### config.mk
export PLATFORM = sky130hd
export DESIGN_NAME = chmod_mode_string_parser_top_flat
export DESIGN_NICKNAME = d
export VERILOG_FILES = /design/src/hw/rtl/chmp_pkg.sv /design/src/hw/rtl/chmp_tok_if.sv /design/src/hw/rtl/chmp_res_if.sv /design/src/hw/rtl/chmp_numeric.sv /design/src/hw/rtl/chmp_symbolic.sv /design/src/hw/rtl/chmod_mode_string_parser_top.sv /design/src/flat_wrapper.sv
export SDC_FILE = /design/constraint.sdc
export NUM_CORES = 1
export LEC_CHECK = 0
export ABC_AREA = 1
export ABC_CLOCK_PERIOD_IN_PS = 2200
export BUFFER_PORTS_ARGS = -buffer_cell sky130_fd_sc_hd__clkbuf_2
export CAP_MARGIN = 20
export CORE_MARGIN = 2
export CORE_UTILIZATION = 45
export CTS_CLUSTER_DIAMETER = 50
export DETAILED_ROUTE_END_ITERATION = 6
export PLACE_DENSITY = 0.66
export SYNTH_ARGS = -nofsm -noshare
export SYNTH_HDL_FRONTEND = slang
export SYNTH_SLANG_ARGS = --single-unit
### constraint.sdc
create_clock -name clk -period 2.2 [get_ports clk]
set_input_delay 0.66 -clock clk [delete_from_list [all_inputs] [get_ports clk]]
set_output_delay 0.66 -clock clk [all_outputs]
set_load 0.1 [all_outputs]
### src/hw/rtl/chmp_pkg.sv
// Package with the shared types and constants of the chmod mode token parser.
`default_nettype none
package chmp_pkg;

  localparam int ModeW = 12;
  localparam int PermW = 9;
  localparam int CharW = 8;

  localparam logic [PermW-1:0] UMASK_RESET = 9'o022;

  localparam logic [1:0] OP_NONE   = 2'd0;
  localparam logic [1:0] OP_ADD    = 2'd1;
  localparam logic [1:0] OP_REMOVE = 2'd2;
  localparam logic [1:0] OP_SET    = 2'd3;

  localparam logic [CharW-1:0] CH_PLUS  = 8'h2B;
  localparam logic [CharW-1:0] CH_MINUS = 8'h2D;
  localparam logic [CharW-1:0] CH_EQUAL = 8'h3D;
  localparam logic [CharW-1:0] CH_COMMA = 8'h2C;
  localparam logic [CharW-1:0] CH_R     = 8'h72;
  localparam logic [CharW-1:0] CH_W     = 8'h77;
  localparam logic [CharW-1:0] CH_X     = 8'h78;
  localparam logic [CharW-1:0] CH_U     = 8'h75;
  localparam logic [CharW-1:0] CH_G     = 8'h67;
  localparam logic [CharW-1:0] CH_O     = 8'h6F;
  localparam logic [CharW-1:0] CH_A     = 8'h61;

  localparam logic [PermW-1:0] PERM_R    = 9'o444;
  localparam logic [PermW-1:0] PERM_W    = 9'o222;
  localparam logic [PermW-1:0] PERM_X    = 9'o111;
  localparam logic [PermW-1:0] WHO_U     = 9'o700;
  localparam logic [PermW-1:0] WHO_G     = 9'o070;
  localparam logic [PermW-1:0] WHO_O     = 9'o007;
  localparam logic [PermW-1:0] WHO_ALL   = 9'o777;

  typedef struct packed {
    logic             fire;
    logic             last;
    logic [CharW-1:0] ch;
  } step_t;

  typedef struct packed {
    logic             octal_valid;
    logic             negative_sign;
    logic [ModeW-1:0] octal_value;
  } num_result_t;

  typedef struct packed {
    logic             symbolic_error;
    logic [PermW-1:0] add_bits;
    logic [PermW-1:0] remove_bits;
  } sym_result_t;

endpackage
`default_nettype wire

### src/hw/rtl/chmp_tok_if.sv
// Interface of the input channel that carries token characters.
`default_nettype none
interface chmp_tok_if;
  logic        valid;
  logic        ready;
  logic [7:0]  ch;
  logic        last;
  logic [11:0] current_mode;

  modport source (output valid, output ch, output last, output current_mode, input ready);
  modport sink (input valid, input ch, input last, input current_mode, output ready);
endinterface
`default_nettype wire

### src/hw/rtl/chmp_res_if.sv
// Interface of the output channel that carries parse results.
`default_nettype none
interface chmp_res_if;
  logic        valid;
  logic        ready;
  logic [11:0] result_mode;
  logic        status;

  modport source (output valid, output result_mode, output status, input ready);
  modport sink (input valid, input result_mode, input status, output ready);
endinterface
`default_nettype wire

### src/hw/rtl/chmp_numeric.sv
// Numeric reading of the token: optional sign followed by octal digits.
`default_nettype none
module chmp_numeric (
  input  wire logic                 clk,
  input  wire logic                 rst,
  input  wire chmp_pkg::step_t      step,
  output chmp_pkg::num_result_t     result
);
  import chmp_pkg::*;

  logic             char_position;
  logic             negative_sign;
  logic [ModeW-1:0] octal_value;
  logic             octal_valid;
  logic             octal_stopped;

  logic             negative_sign_next;
  logic [ModeW-1:0] octal_value_next;
  logic             octal_valid_next;
  logic             octal_stopped_next;
  logic             is_digit;

  assign is_digit = (step.ch[7:3] == 5'b00110);

  always_comb begin
    negative_sign_next = negative_sign;
    octal_value_next   = octal_value;
    octal_valid_next   = octal_valid;
    octal_stopped_next = octal_stopped;
    if (!octal_stopped) begin
      if (!char_position && (step.ch == CH_PLUS || step.ch == CH_MINUS)) begin
        negative_sign_next = (step.ch == CH_MINUS);
      end else if (is_digit) begin
        octal_value_next = {octal_value[ModeW-4:0], step.ch[2:0]};
        octal_valid_next = 1'b1;
      end else begin
        octal_stopped_next = 1'b1;
      end
    end
  end

  assign result.octal_valid   = octal_valid_next;
  assign result.negative_sign = negative_sign_next;
  assign result.octal_value   = octal_value_next;

  always_ff @(posedge clk) begin
    if (rst || (step.fire && step.last)) begin
      char_position <= 1'b0;
      negative_sign <= 1'b0;
      octal_value   <= '0;
      octal_valid   <= 1'b0;
      octal_stopped <= 1'b0;
    end else if (step.fire) begin
      char_position <= 1'b1;
      negative_sign <= negative_sign_next;
      octal_value   <= octal_value_next;
      octal_valid   <= octal_valid_next;
      octal_stopped <= octal_stopped_next;
    end
  end
endmodule
`default_nettype wire

### src/hw/rtl/chmp_symbolic.sv
// Symbolic reading of the token: clauses of who letters, an operator and permissions.
`default_nettype none
module chmp_symbolic (
  input  wire logic                      clk,
  input  wire logic                      rst,
  input  wire chmp_pkg::step_t           step,
  input  wire logic [chmp_pkg::PermW-1:0] umask,
  output chmp_pkg::sym_result_t          result
);
  import chmp_pkg::*;

  logic [1:0]       clause_operator;
  logic [PermW-1:0] who_bits;
  logic [PermW-1:0] perm_bits;
  logic [PermW-1:0] add_bits;
  logic [PermW-1:0] remove_bits;
  logic             symbolic_error;

  logic [1:0]       op_a;
  logic [PermW-1:0] who_a;
  logic [PermW-1:0] perm_a;
  logic             err_a;
  logic             do_close;
  logic [PermW-1:0] nb;

  logic [1:0]       clause_operator_next;
  logic [PermW-1:0] who_bits_next;
  logic [PermW-1:0] perm_bits_next;
  logic [PermW-1:0] add_bits_next;
  logic [PermW-1:0] remove_bits_next;
  logic             symbolic_error_next;

  // Character step, without the clause close that a comma or the final character performs.
  always_comb begin
    op_a   = clause_operator;
    who_a  = who_bits;
    perm_a = perm_bits;
    err_a  = symbolic_error;
    if (!symbolic_error && step.ch != CH_COMMA) begin
      if (clause_operator != OP_NONE) begin
        case (step.ch)
          CH_R:    perm_a = perm_bits | PERM_R;
          CH_W:    perm_a = perm_bits | PERM_W;
          CH_X:    perm_a = perm_bits | PERM_X;
          default: err_a  = 1'b1;
        endcase
      end else begin
        case (step.ch)
          CH_PLUS, CH_MINUS, CH_EQUAL: begin
            op_a = (step.ch == CH_PLUS)  ? OP_ADD :
                   (step.ch == CH_MINUS) ? OP_REMOVE : OP_SET;
            if (who_bits == '0) begin
              who_a = ~umask & WHO_ALL;
            end
          end
          CH_U:    who_a = who_bits | WHO_U;
          CH_G:    who_a = who_bits | WHO_G;
          CH_O:    who_a = who_bits | WHO_O;
          CH_A:    who_a = WHO_ALL;
          default: err_a = 1'b1;
        endcase
      end
    end
  end

  assign do_close = !err_a && (step.ch == CH_COMMA || step.last);
  assign nb       = perm_a & who_a;

  always_comb begin
    clause_operator_next = op_a;
    who_bits_next        = who_a;
    perm_bits_next       = perm_a;
    add_bits_next        = add_bits;
    remove_bits_next     = remove_bits;
    symbolic_error_next  = err_a;
    if (do_close) begin
      clause_operator_next = OP_NONE;
      who_bits_next        = '0;
      perm_bits_next       = '0;
      case (op_a)
        OP_ADD: begin
          add_bits_next    = add_bits | nb;
          remove_bits_next = remove_bits & ~nb;
        end
        OP_REMOVE: begin
          remove_bits_next = remove_bits | nb;
          add_bits_next    = add_bits & ~nb;
        end
        OP_SET: begin
          add_bits_next    = add_bits | nb;
          remove_bits_next = (remove_bits & ~nb) | (~nb & who_a);
        end
        default: symbolic_error_next = 1'b1;
      endcase
    end
  end

  assign result.symbolic_error = symbolic_error_next;
  assign result.add_bits       = add_bits_next;
  assign result.remove_bits    = remove_bits_next;

  always_ff @(posedge clk) begin
    if (rst || (step.fire && step.last)) begin
      clause_operator <= OP_NONE;
      who_bits        <= '0;
      perm_bits       <= '0;
      add_bits        <= '0;
      remove_bits     <= '0;
      symbolic_error  <= 1'b0;
    end else if (step.fire) begin
      clause_operator <= clause_operator_next;
      who_bits        <= who_bits_next;
      perm_bits       <= perm_bits_next;
      add_bits        <= add_bits_next;
      remove_bits     <= remove_bits_next;
      symbolic_error  <= symbolic_error_next;
    end
  end
endmodule
`default_nettype wire

### src/hw/rtl/chmod_mode_string_parser_top.sv
// Top level of the chmod mode token parser.
// The tok channel takes one character of a mode token per transfer; last marks the
// final character, and current_mode is sampled with it. The res channel gives one
// transfer per token, result_mode and status, after the final character.
// A character goes into an input register and is folded into the numeric and
// symbolic parse state from there; a character that is not final is folded in the
// following cycle. A folded final character loads the result and raises res.valid.
// One character is taken every cycle unless a final one waits. The result register
// parts the two sides: characters are still taken while a result waits, and only
// a final character waits in the input register until the result register is free.
// umask_we writes umask_wdata into the umask register; do this only while idle.
// Reset clears the parse state, empties both registers and sets the umask to 022.
`default_nettype none
module chmod_mode_string_parser_top (
  input  wire logic                       clk,
  input  wire logic                       rst,
  input  wire logic                       umask_we,
  input  wire logic [chmp_pkg::PermW-1:0] umask_wdata,
  chmp_tok_if.sink                        tok,
  chmp_res_if.source                      res
);
  import chmp_pkg::*;

  logic [PermW-1:0] umask;
  logic             s1_valid;
  logic [CharW-1:0] s1_ch;
  logic             s1_last;
  logic [ModeW-1:0] s1_mode;
  logic             s1_fire;
  logic             out_free;
  logic             res_valid;
  logic [ModeW-1:0] res_mode;
  logic             res_status;
  logic [ModeW-1:0] mode_next;
  logic             status_next;
  step_t            step;
  num_result_t      num;
  sym_result_t      sym;

  assign out_free  = !res_valid || res.ready;
  assign s1_fire   = s1_valid && (!s1_last || out_free);
  assign tok.ready = !s1_valid || s1_fire;

  always_ff @(posedge clk) begin
    if (rst) begin
      umask <= UMASK_RESET;
    end else if (umask_we) begin
      umask <= umask_wdata;
    end
  end

  always_ff @(posedge clk) begin
    if (rst) begin
      s1_valid <= 1'b0;
    end else if (tok.ready) begin
      s1_valid <= tok.valid;
    end
  end

  always_ff @(posedge clk) begin
    if (tok.valid && tok.ready) begin
      s1_ch   <= tok.ch;
      s1_last <= tok.last;
      s1_mode <= tok.current_mode;
    end
  end

  assign step.fire = s1_fire;
  assign step.last = s1_last;
  assign step.ch   = s1_ch;

  chmp_numeric u_numeric (
    .clk    (clk),
    .rst    (rst),
    .step   (step),
    .result (num)
  );

  chmp_symbolic u_symbolic (
    .clk    (clk),
    .rst    (rst),
    .step   (step),
    .umask  (umask),
    .result (sym)
  );

  always_comb begin
    if (num.octal_valid) begin
      mode_next   = num.negative_sign ? (ModeW'(0) - num.octal_value) : num.octal_value;
      status_next = 1'b0;
    end else if (sym.symbolic_error) begin
      mode_next   = '0;
      status_next = 1'b1;
    end else begin
      mode_next   = {s1_mode[ModeW-1:PermW],
                     (s1_mode[PermW-1:0] & ~sym.remove_bits) | sym.add_bits};
      status_next = 1'b0;
    end
  end

  always_ff @(posedge clk) begin
    if (rst) begin
      res_valid <= 1'b0;
    end else if (s1_fire && s1_last) begin
      res_valid <= 1'b1;
    end else if (res.ready) begin
      res_valid <= 1'b0;
    end
  end

  always_ff @(posedge clk) begin
    if (s1_fire && s1_last) begin
      res_mode   <= mode_next;
      res_status <= status_next;
    end
  end

  assign res.valid       = res_valid;
  assign res.result_mode = res_mode;
  assign res.status      = res_status;

  a_ready_when_empty: assert property (@(posedge clk) disable iff (rst)
    !s1_valid |-> tok.ready)
    else $error("Input register empty but tok.ready low.");

  a_result_from_last: assert property (@(posedge clk) disable iff (rst)
    $rose(res_valid) |-> $past(s1_valid && s1_last))
    else $error("Result appeared without a final character.");

  a_invalid_zero: assert property (@(posedge clk) disable iff (rst)
    (res_valid && res_status) |-> (res_mode == '0))
    else $error("Invalid status with a nonzero mode.");

endmodule
`default_nettype wire
### src/flat_wrapper.sv
// flat-port wrapper written by rule: the top's interface ports become plain ports
module chmod_mode_string_parser_top_flat import chmp_pkg::*;
  (clk, rst, umask_we, umask_wdata, tok_valid, tok_ch, tok_last, tok_current_mode, tok_ready, res_valid, res_result_mode, res_status, res_ready);
  chmp_tok_if tok_i ();
  chmp_res_if res_i ();
  input  wire logic clk;
  input  wire logic rst;
  input  wire logic umask_we;
  input  wire logic [chmp_pkg::PermW-1:0] umask_wdata;
  input wire logic [$bits(tok_i.valid)-1:0] tok_valid;
  input wire logic [$bits(tok_i.ch)-1:0] tok_ch;
  input wire logic [$bits(tok_i.last)-1:0] tok_last;
  input wire logic [$bits(tok_i.current_mode)-1:0] tok_current_mode;
  output wire logic [$bits(tok_i.ready)-1:0] tok_ready;
  output wire logic [$bits(res_i.valid)-1:0] res_valid;
  output wire logic [$bits(res_i.result_mode)-1:0] res_result_mode;
  output wire logic [$bits(res_i.status)-1:0] res_status;
  input wire logic [$bits(res_i.ready)-1:0] res_ready;
  assign tok_i.valid = tok_valid;
  assign tok_i.ch = tok_ch;
  assign tok_i.last = tok_last;
  assign tok_i.current_mode = tok_current_mode;
  assign tok_ready = tok_i.ready;
  assign res_valid = res_i.valid;
  assign res_result_mode = res_i.result_mode;
  assign res_status = res_i.status;
  assign res_i.ready = res_ready;
  chmod_mode_string_parser_top u_core (.clk(clk), .rst(rst), .umask_we(umask_we), .umask_wdata(umask_wdata), .tok(tok_i), .res(res_i));
endmodule
After elaboration in Yosys (flattened, before gate mapping):

Cells that the tools add are included.

* add/sub/neg operators: 1
* eq/ne operators: 16
* multiplexer cells: 42
* bitwise operators: 12
* reduce and logical (&&, ||, !) cells: 26

Operators with widths (count)
* 9-bit two-way mux: 9
* 12-bit two-way mux: 6
* 8-bit by 7-bit equality test with 1-bit output (second input constant): 7
* 9-bit case mux with 3 select lines: 2
* 9-bit AND: 5
* 9-bit case mux with 5 select lines: 1
* 9-bit OR: 4
* 8-bit by 6-bit equality test with 1-bit output (second input constant): 4
* 9-bit inverter: 3
* 1-bit two-way mux: 18
* 9-bit case mux with 2 select lines: 1
* 1-bit by 12-bit subtractor with 12-bit output (first input constant): 1
* 2-bit two-way mux: 5
* 9-bit logical NOT: 1
* 3-bit OR reduction: 3
* 8-bit by 6-bit inequality test with 1-bit output (second input constant): 1
* 7-bit OR reduction: 1
* 1-bit logical AND: 6
* 1-bit logical NOT: 6
* 1-bit logical OR: 6
* 5-bit by 3-bit equality test with 1-bit output (second input constant): 1
* 2-bit equality test (second input constant): 2
* 2-bit nonzero test: 2
* 2-bit by 1-bit equality test with 1-bit output (second input constant): 1
* 2-bit OR reduction: 1

* register bits: 100
* output and inout bits: 15
* word-level logic and storage cells: 116

Longest topological paths before layout:

Gate-level depths: netlist of run 1.

* word-level depth: 16
* gate-level depth with buffers: 17

Modules after synthesis:

Synthesis of run 1 repeated with hierarchy kept, for this count alone.

* cell total of the unflattened synthesis: 826
* area total of the unflattened synthesis: 5776.8 um2

By module, submodules not included
* chmp_symbolic: instances 1, cells each 492, area an instance 2934.1 um2
* chmod_mode_string_parser_top: instances 1, cells each 204, area an instance 1960.6 um2
* chmp_numeric: instances 1, cells each 130, area an instance 882.1 um2

Least setup slack after synthesis of run 1:

No wires, ideal clock.

* kind: register to register
* from: register u_core.res_valid (netlist: u_core.res.valid)
* to: register u_core.s1_ch[0], enable pin
* setup time: 343 ps
* arrival: 2563 ps
* data required time: 1857 ps
* path slack: -706 ps
* cell stages (with the launch flop): 6
* clock period less this slack: 2906 ps
* cell sequence: dfxtp_1 inv_1 nor2_1 nand3_1 nand2_1 inv_1

* longest elaborated chain between the ends: 6

RTL lines
* start, declared: line chmod_mode_string_parser_top.sv:31 `logic res_valid;`
* start signal, assigned: line chmod_mode_string_parser_top.sv:103 `res_valid <= 1'b0;`
* start signal, assigned: line chmod_mode_string_parser_top.sv:105 `res_valid <= 1'b1;`
* start signal, assigned: line chmod_mode_string_parser_top.sv:107 `res_valid <= 1'b0;`
* 1-bit logical NOT: line chmod_mode_string_parser_top.sv:40 `assign out_free = !res_valid || res.ready;`
* 1-bit logical OR: line chmod_mode_string_parser_top.sv:40
* 1-bit logical OR: line chmod_mode_string_parser_top.sv:41 `assign s1_fire = s1_valid && (!s1_last || out_free);`
* 1-bit logical AND: line chmod_mode_string_parser_top.sv:41
* 1-bit logical OR: line chmod_mode_string_parser_top.sv:42 `assign tok.ready = !s1_valid || s1_fire;`
* named net tok_ready: line flat_wrapper.sv:14 `output wire logic [$bits(tok_i.ready)-1:0] tok_ready;`
* 1-bit logical AND: line chmod_mode_string_parser_top.sv:61 `if (tok.valid && tok.ready) begin`
* end signal, assigned: line chmod_mode_string_parser_top.sv:62 `s1_ch <= tok.ch;`
* end, declared: line chmod_mode_string_parser_top.sv:26 `logic [CharW-1:0] s1_ch;`

The timed path passes the listed nets, and every way through them passes these cells.
A chain may end at the register's enable or synchronous reset.

Worst setup path after layout of run 1:

* from: register u_core.s1_ch[1]
* to: register u_core.res_mode[4] (netlist: u_core.res.result_mode[4]), data pin

* longest elaborated chain between the ends: 16
* elaborated cells between the ends (all ways): 69

RTL lines
* 8-bit by 6-bit equality test with 1-bit output (on tied branches)
* 3-bit OR reduction: line chmp_symbolic.sv:48 `case (step.ch)`
* 9-bit case mux with 5 select lines: line chmp_symbolic.sv:48
* 9-bit two-way mux: line chmp_symbolic.sv:40 `if (clause_operator != OP_NONE) begin`
* 9-bit two-way mux: line chmp_symbolic.sv:39 `if (!symbolic_error && step.ch != CH_COMMA) begin`
* 9-bit AND: line chmp_symbolic.sv:67 `assign nb = perm_a & who_a;`
* 9-bit inverter: line chmp_symbolic.sv:83, chmp_symbolic.sv:87, chmp_symbolic.sv:91
* 9-bit AND (on tied branches): line chmp_symbolic.sv:83, chmp_symbolic.sv:91
* 9-bit OR: line chmp_symbolic.sv:91 `remove_bits_next = (remove_bits & ~nb) | (~nb & who_a);`
* 9-bit case mux with 3 select lines: line chmp_symbolic.sv:80 `case (op_a)`
* 9-bit two-way mux: line chmp_symbolic.sv:76 `if (do_close) begin`
* 9-bit inverter: line chmod_mode_string_parser_top.sv:96 `(s1_mode[PermW-1:0] & ~sym.remove_bits) | sym.add_bits};`
* 9-bit AND: line chmod_mode_string_parser_top.sv:96
* 9-bit OR: line chmod_mode_string_parser_top.sv:96
* 12-bit two-way mux: line chmod_mode_string_parser_top.sv:91 `end else if (sym.symbolic_error) begin`
* 12-bit two-way mux (*): line chmod_mode_string_parser_top.sv:88 `if (num.octal_valid) begin`
* named net u_core.mode_next[4]: line chmod_mode_string_parser_top.sv:34 `logic [ModeW-1:0] mode_next;`
* end signal, assigned: line chmod_mode_string_parser_top.sv:113 `res_mode <= mode_next;`
* end, declared: line chmod_mode_string_parser_top.sv:32 `logic [ModeW-1:0] res_mode;`

The timed path passes the listed nets; every way through them passes the cells marked *.

==> results.py, run 1 <==
metrics = {
    "status": {
        "status": "finished with violations",
        "violations": "setup timing",
    },
    "setup_path": {
        "arrival_ns": 2.56,
        "crit_fanout": 7,
        "endpoint_kind": "flop",
        "crit_path_start_kind": "flop",
        "required_ns": 2.32,
        "criticalPathCategory": "reg2reg",
    },
    "die": {
        "core_um2": 11370,
        "die_h_um": 111.7,
        "die_w_um": 111.7,
        "rows": 39,
        "dieArea_um2": 12480,
        "pin_count": 50,
        "initial_core_util": 0.4591,
    },
    "logic_synthesis": {
        "synth.yosys.warnings": 0,
        "netlist.area_leader.share": 0.2531,
        "synth_area_um2": 5220,
        "syn-num-nets": 785,
        "synthTopCellsByArea": "dfxtp_1, edfxtp_1, nand2_1, nor2_1, nand3_1",
        "synthCells": 749,
        "ys_ff_latch": 100,
        "synth_commonest_cells": "nand2_1, nor2_1, inv_1, nand3_1, dfxtp_1",
        "synthArstFlopShare": 0,
        "synth_area_per_cell_um2": 6.969,
        "yosysMostFrequentCell": "nand2_1",
        "synth_edf_count": 34,
        "ys_seq_area_frac": 0.4487,
        "ys_types": 36,
        "yosysTopAreaCell": "dfxtp_1",
        "synth_ff_type": "dfxtp_1",
    },
    "layout": {
        "stdcell_count": 1053,
        "antenna_cells": 0,
        "area_growth_pct": 44.01,
        "drive_gt1_frac": 0.3637,
        "nets": 941,
        "fillers": 986,
    },
    "timing": {
        "period_needed_ns": 2.437,
        "slew-limit-headroom": 0.6039,
        "final-hold-violation-count": 0,
        "timing.final.ws_setup_ns": -0.2369,
        "slew_violations": 0,
        "skew_ns": 0.007791,
        "holdWs_ns": 0.4612,
        "setup_viol": 26,
        "post-route-period-util": 1.108,
        "worst_pin_slew_ns": 0.5935,
        "max_freq_mhz": 410.4,
        "rsz0062_at_grt": "yes",
    },
    "clock_network": {
        "cts_root_buf": "clkbuf_16",
        "clkSlewWorstSetupHoldPaths_ns": 0.07,
        "tritoncts": "done",
        "cts_buffers": 9,
        "clk_latency_ns": 0.36,
        "cts_buffer_depth": 2,
        "cts_max_level": 3,
        "cts_num_sinks": 100,
        "hold_buffers": 0,
    },
    "global_route": {
        "grt_pass1_wl_mm": 26.16,
        "grt_antenna_before_repair": 0,
        "overflow": 0,
        "grt_pass1_vias": 5452,
        "grt_max_degree": 39,
        "groute.usage.overall": 0.2635,
    },
    "routing": {
        "num_vias": 5535,
        "drt-pass1-iter-count": 5,
        "vias_per_cell": 5.256,
        "wirelength_mm": 16.29,
        "ant_nets": 0,
        "initialDrtViolationCount": 409,
        "drc": 0,
        "wl_per_cell_um": 15.47,
    },
    "pwr": {
        "vdd_drop_max_v": 0.0004498,
        "power_leakage_nw": 3.483,
        "powerDensity_nw_per_um2": 616.5,
        "p_total_mw": 4.634,
    },
    "place": {
        "place.port_buffers": 49,
        "hpwl_mm": 11.08,
        "placed_cells": 1012,
        "gp_congestion": 0.8665,
    },
    "worst_hold_path": {
        "hold_class": "in2reg",
    },
    "flow_run": {
        "max_cap_violations": 0,
    },
}
## layer usage
| metal | share of wire | track usage |
|---|---|---|
| met4 | 0.035 | 0.1416 |
| met5 | 0 | 0 |
| met2 | 0.49 | 0.4396 |
| met3 | 0.040 | 0.04028 |
| met1 | 0.43 | 0.3291 |
## state kept, by name, summed over array words and instances, names as in the netlist, 2 cells and up
signal and flops:
u_core.u_symbolic.add_bits 9, u_core.res.result_mode 12, u_core.u_symbolic.who_bits 9, u_core.u_symbolic.perm_bits 9
u_core.u_numeric.octal_value 12, u_core.u_symbolic.clause_operator 2, u_core.s1_mode 12, u_core.u_symbolic.remove_bits 9
u_core.umask 9, u_core.s1_ch 8
## critical path: stages (launching register included)
cell	delay, ns
edfxtp_1	0.46
inv_2	0.12
nand2_2	0.09
nor2_4	0.16
nand2_2	0.10
inv_2	0.08
nor2_2	0.04
nand2_2	0.12
nand2_8	0.09
nand3_4	0.10
nand2_4	0.06
nor2_4	0.20
buf_12	0.16
nand2_2	0.06
a21oi_2	0.17
nand2_1	0.08
nand2_1	0.07
nand2_1	0.05
## cell type report
class	count	area, µm²	area share
Clock inverter	7	162.7	0.02164
Multi-Input combinational cell	535	2989	0.3976
Inverter	89	336.6	0.04477
Clock buffer	9	225.2	0.02996
Tap cell	143	178.9	0.02380
Sequential cell	100	2344	0.3118
Timing Repair Buffer	170	1281	0.1704
## through the flow
step / worst slack [ns] / util / TNS, ns / instance area [µm²]
floorplan: 0.1290 / - / 0 / 5234
global placement: -0.2527 / 0.5563 / -2.751 / 6325
detailed placement: -0.3011 / 0.5563 / -3.841 / 6325
CTS: -0.09275 / 0.6385 / -0.6116 / 7259
global route: -0.3687 / 0.6612 / -8.518 / 7517
finish: -0.2369 / 0.6612 / -3.104 / 7517
## placed cells by master, fill, tap and decap left out, drive strengths merged, types with 2 or more instances in the layout
master	instances
buf	121
nand3b	3
edfxtp	34
dfxtp	66
a21oi	41
o21a	8
or2	2
a211oi	15
nand3	75
clkinv	3
a31oi	4
bufinv	5
nand2	205
nor2	121
nand4	3
inv	87
o21ai	45
o22ai	5
nor3	2
clkbuf	58
## timing repair
action / CTS / global route
setup endpoints to repair: 35 / 49
gates resized for setup: 126 / 56
pin swaps: 19 / 21
cloned: 1 / 1
setup buffers: 13 / 10
## kinds of logic (layout without fill, tap and decap cells)
family                   count (synthesis)  after routing  share of synthesized area
AND/OR/NAND/NOR                        412            412                     0.3293
adder cells (fa/ha/maj)                  1              1                   0.002397
multiplexers                             1              1                   0.001918
buffers and inverters                  114            275                    0.08677
AO/OA/AOI/OAI                          121            121                     0.1309
flip-flops                             100            100                     0.4487
## power by group
part / internal [mW] / leakage [nW] / total (mW) / switching [mW]
combinational: 0.206 / 2.43 / 0.564 / 0.358
sequential: 1.98 / 0.863 / 2.01 / 0.0366
clock: 1.34 / 0.186 / 2.06 / 0.718
total: 3.52 / 3.48 / 4.63 / 1.11
## final timing paths
| kind | cells past startpoint | slack [ns] | to | start |
|---|---|---|---|---|
| worst max-delay path | 17 | -0.24 | u_core.res.result_mode[4] | u_core.s1_ch[1] |
| worst min-delay path | 2 | 0.46 | u_core.s1_valid | rst |
| worst max register to register | 17 | -0.24 | u_core.res.result_mode[4] | u_core.s1_ch[1] |
| worst min register to register | 2 | 0.46 | u_core.u_numeric.octal_valid | u_core.u_numeric.octal_valid |
Power figures use the tool's default switching activity.
==> inputs of run 2 (changes only) <==
--- a/config.mk
+++ b/config.mk
@@ -6,14 +6,14 @@
 export NUM_CORES = 1
 export LEC_CHECK = 0
 export ABC_AREA = 1
-export ABC_CLOCK_PERIOD_IN_PS = 2200
+export ABC_CLOCK_PERIOD_IN_PS = 2600
 export BUFFER_PORTS_ARGS = -buffer_cell sky130_fd_sc_hd__clkbuf_2
 export CAP_MARGIN = 20
 export CORE_MARGIN = 2
 export CORE_UTILIZATION = 45
 export CTS_CLUSTER_DIAMETER = 50
 export DETAILED_ROUTE_END_ITERATION = 6
-export PLACE_DENSITY = 0.66
 export SYNTH_ARGS = -nofsm -noshare
 export SYNTH_HDL_FRONTEND = slang
+export SYNTH_HIERARCHICAL = 1
 export SYNTH_SLANG_ARGS = --single-unit
==> constraint.sdc (replaced) <==
create_clock -name clk -period 2.6 [get_ports clk]
set_input_delay 0.78 -clock clk [delete_from_list [all_inputs] [get_ports clk]]
set_output_delay 0.78 -clock clk [all_outputs]
set_load 0.1 [all_outputs]
==> run 2 against run 1 <==
The flow now finishes without violations; sequential cell count did not move; fmax fell by 2.4%; clock skew fell by 0.00070 ns; clock-buffer cell count did not move; sequential share of layout area rose by 3.3 points; routed wire length fell by 6.0%; utilization fell by 12 points; setup slack improved by 0.34 ns; critical path depth rose by 1; cell area fell by 9.6%; largest power group is now registers.
==> results.py, run 2 <==
metrics = {
    "die": {
        "die_w_um": 117.3,
        "initial_core_util": 0.4596,
        "rows": 41,
        "die_h_um": 117.3,
        "pin_count": 50,
        "core_um2": 12570,
        "dieArea_um2": 13760,
    },
    "status": {
        "status": "finished, final reports clean",
    },
    "logic_synthesis": {
        "synth_area_um2": 5777,
        "synth_commonest_cells": "nand2_1, inv_1, nor2_1, dfxtp_1, nand3_1",
        "syn-num-nets": 862,
        "ys_types": 40,
        "synthCells": 826,
        "netlist.area_leader.share": 0.2287,
        "synth_edf_count": 34,
        "synth_ff_type": "dfxtp_1",
        "synthTopCellsByArea": "dfxtp_1, edfxtp_1, nand2_1, inv_1, nor2_1",
        "yosysTopAreaCell": "dfxtp_1",
        "synth_area_per_cell_um2": 6.994,
        "yosysMostFrequentCell": "nand2_1",
        "synthArstFlopShare": 0,
        "synth.yosys.warnings": 6,
        "ys_ff_latch": 100,
        "ys_seq_area_frac": 0.4055,
    },
    "pwr": {
        "p_total_mw": 3.491,
        "vdd_drop_max_v": 0.0004946,
        "powerDensity_nw_per_um2": 513.4,
        "power_leakage_nw": 3.298,
    },
    "setup_path": {
        "criticalPathCategory": "reg2reg",
        "endpoint_kind": "flop",
        "arrival_ns": 2.59,
        "crit_fanout": 5,
        "ff2ff_setup_slack_ns": 0.10,
        "crit_path_start_kind": "flop",
        "required_ns": 2.69,
    },
    "global_route": {
        "grt_pass1_wl_mm": 24.87,
        "grt_antenna_before_repair": 0,
        "grt_max_degree": 37,
        "grt_pass1_vias": 4958,
        "groute.usage.overall": 0.2228,
        "overflow": 0,
    },
    "flow_run": {
        "max_cap_violations": 0,
    },
    "timing": {
        "period_needed_ns": 2.497,
        "slew-limit-headroom": 0.5705,
        "final-hold-violation-count": 0,
        "slew_violations": 0,
        "worst_pin_slew_ns": 0.6436,
        "setup_viol": 0,
        "max_freq_mhz": 400.5,
        "rsz0062_at_grt": "yes",
        "skew_ns": 0.007090,
        "post-route-period-util": 0.9604,
        "fin_tns_setup_ns": 0,
    },
    "clock_network": {
        "cts_root_buf": "clkbuf_16",
        "clk_latency_ns": 0.35,
        "cts_buffer_depth": 2,
        "cts_num_sinks": 100,
        "tritoncts": "done",
        "hold_buffers": 0,
        "clkSlewWorstSetupHoldPaths_ns": 0.07,
        "cts_max_level": 3,
        "cts_buffers": 9,
    },
    "worst_hold_path": {
        "hold_class": "reg2reg",
    },
    "routing": {
        "drt-pass1-iter-count": 4,
        "initialDrtViolationCount": 420,
        "wirelength_mm": 15.31,
        "vias_per_cell": 4.892,
        "wl_per_cell_um": 14.28,
        "drc": 0,
        "num_vias": 5244,
        "ant_nets": 0,
    },
    "layout": {
        "stdcell_count": 1072,
        "layout_common_cells": "nand2_1, inv_1, nor2_1, dfxtp_1, nand3_1",
        "final_core_util": 0.5410,
        "nets": 931,
        "area_growth_pct": 17.70,
        "drive_gt1_frac": 0.2378,
        "final_common_cell": "nand2_1",
        "antenna_cells": 0,
    },
    "place": {
        "gp_congestion": 0.9014,
        "place.port_buffers": 49,
        "hpwl_mm": 11.19,
        "placed_cells": 1043,
    },
}
[run 2: cells by family (layout without fill, tap and decap cells)]
| group | after synthesis | after routing | synth area share |
|---|---|---|---|
| adders and majority gates | 1 | 1 | 0.002166 |
| buffers and inverters | 161 | 233 | 0.1174 |
| AOI/OAI and AO/OA | 137 | 137 | 0.1345 |
| muxes | 3 | 3 | 0.005848 |
| and+or+nand+nor | 423 | 425 | 0.3331 |
| xor gates and xnor gates | 1 | 1 | 0.001516 |
| DFF | 100 | 100 | 0.4055 |
[run 2: final cells by class]
class	count	area (µm²)
clock inverter	7	82.58
timing repair buffer	81	513.0
fill	1271	5769
sequential	100	2344
multi-input combinational	567	2907
tap	172	215.2
clock buffer	9	225.2
inverter	136	513.0
[run 2: timing repair]
| action | 4_1_cts | 5_1_grt |
|---|---|---|
| gates resized for setup | 0 | 51 |
| endpoints found under the setup margin | 0 | 12 |
| buffers inserted | 0 | 11 |
[run 2: stage by stage]
stage          cell area, µm²  hold slack, ns  setup WS, ns
2_1_floorplan            5778          0.4295       -0.1743
3_3_place_gp             6256          0.4467       0.06919
3_5_place_dp             6256          0.4516       0.02146
4_1_cts                  6564          0.4631       0.01295
5_1_grt                  6799          0.4878      -0.08379
6_report                 6799          0.4597        0.1029
[run 2: critical path, stage by stage, from the launching register on]
cell,delay (ns)
edfxtp_1,0.44
inv_1,0.09
nand2_2,0.09
nor2_4,0.18
nand2_2,0.09
nand2_2,0.10
nor2_1,0.06
nand2_2,0.11
nand2_2,0.08
nand2_4,0.09
nand3_4,0.14
nor2_4,0.25
nand2_2,0.09
nand2_1,0.06
nand2_1,0.07
inv_1,0.06
inv_1,0.04
a21oi_2,0.10
o22ai_1,0.08
[run 2: where the power goes]
group          switching, mW  internal, mW  total (mW)  leakage [nW]
Clock                  0.634         0.762        1.40         0.145
Combinational          0.259         0.127       0.385          2.28
Sequential            0.0364          1.67        1.71         0.871
Total                  0.929          2.56        3.49          3.30
[run 2: worst paths after layout]
kind | from | end | cells past startpoint
worst max-delay path | u_core/s1_ch[4] | u_core/res.result_mode[0] | 18
worst min-delay path | u_core/u_symbolic/perm_bits[4] | u_core/u_symbolic/perm_bits[4] | 2
worst max register to register | u_core/s1_ch[4] | u_core/res.result_mode[0] | 18
worst min register to register | u_core/u_symbolic/perm_bits[4] | u_core/u_symbolic/perm_bits[4] | 2
[run 2: metal layers]
layer  part of all wire  track usage
met2               0.47       0.3662
met4             0.0064      0.04593
met1               0.48       0.3040
met5                  0            0
met3              0.040      0.04718
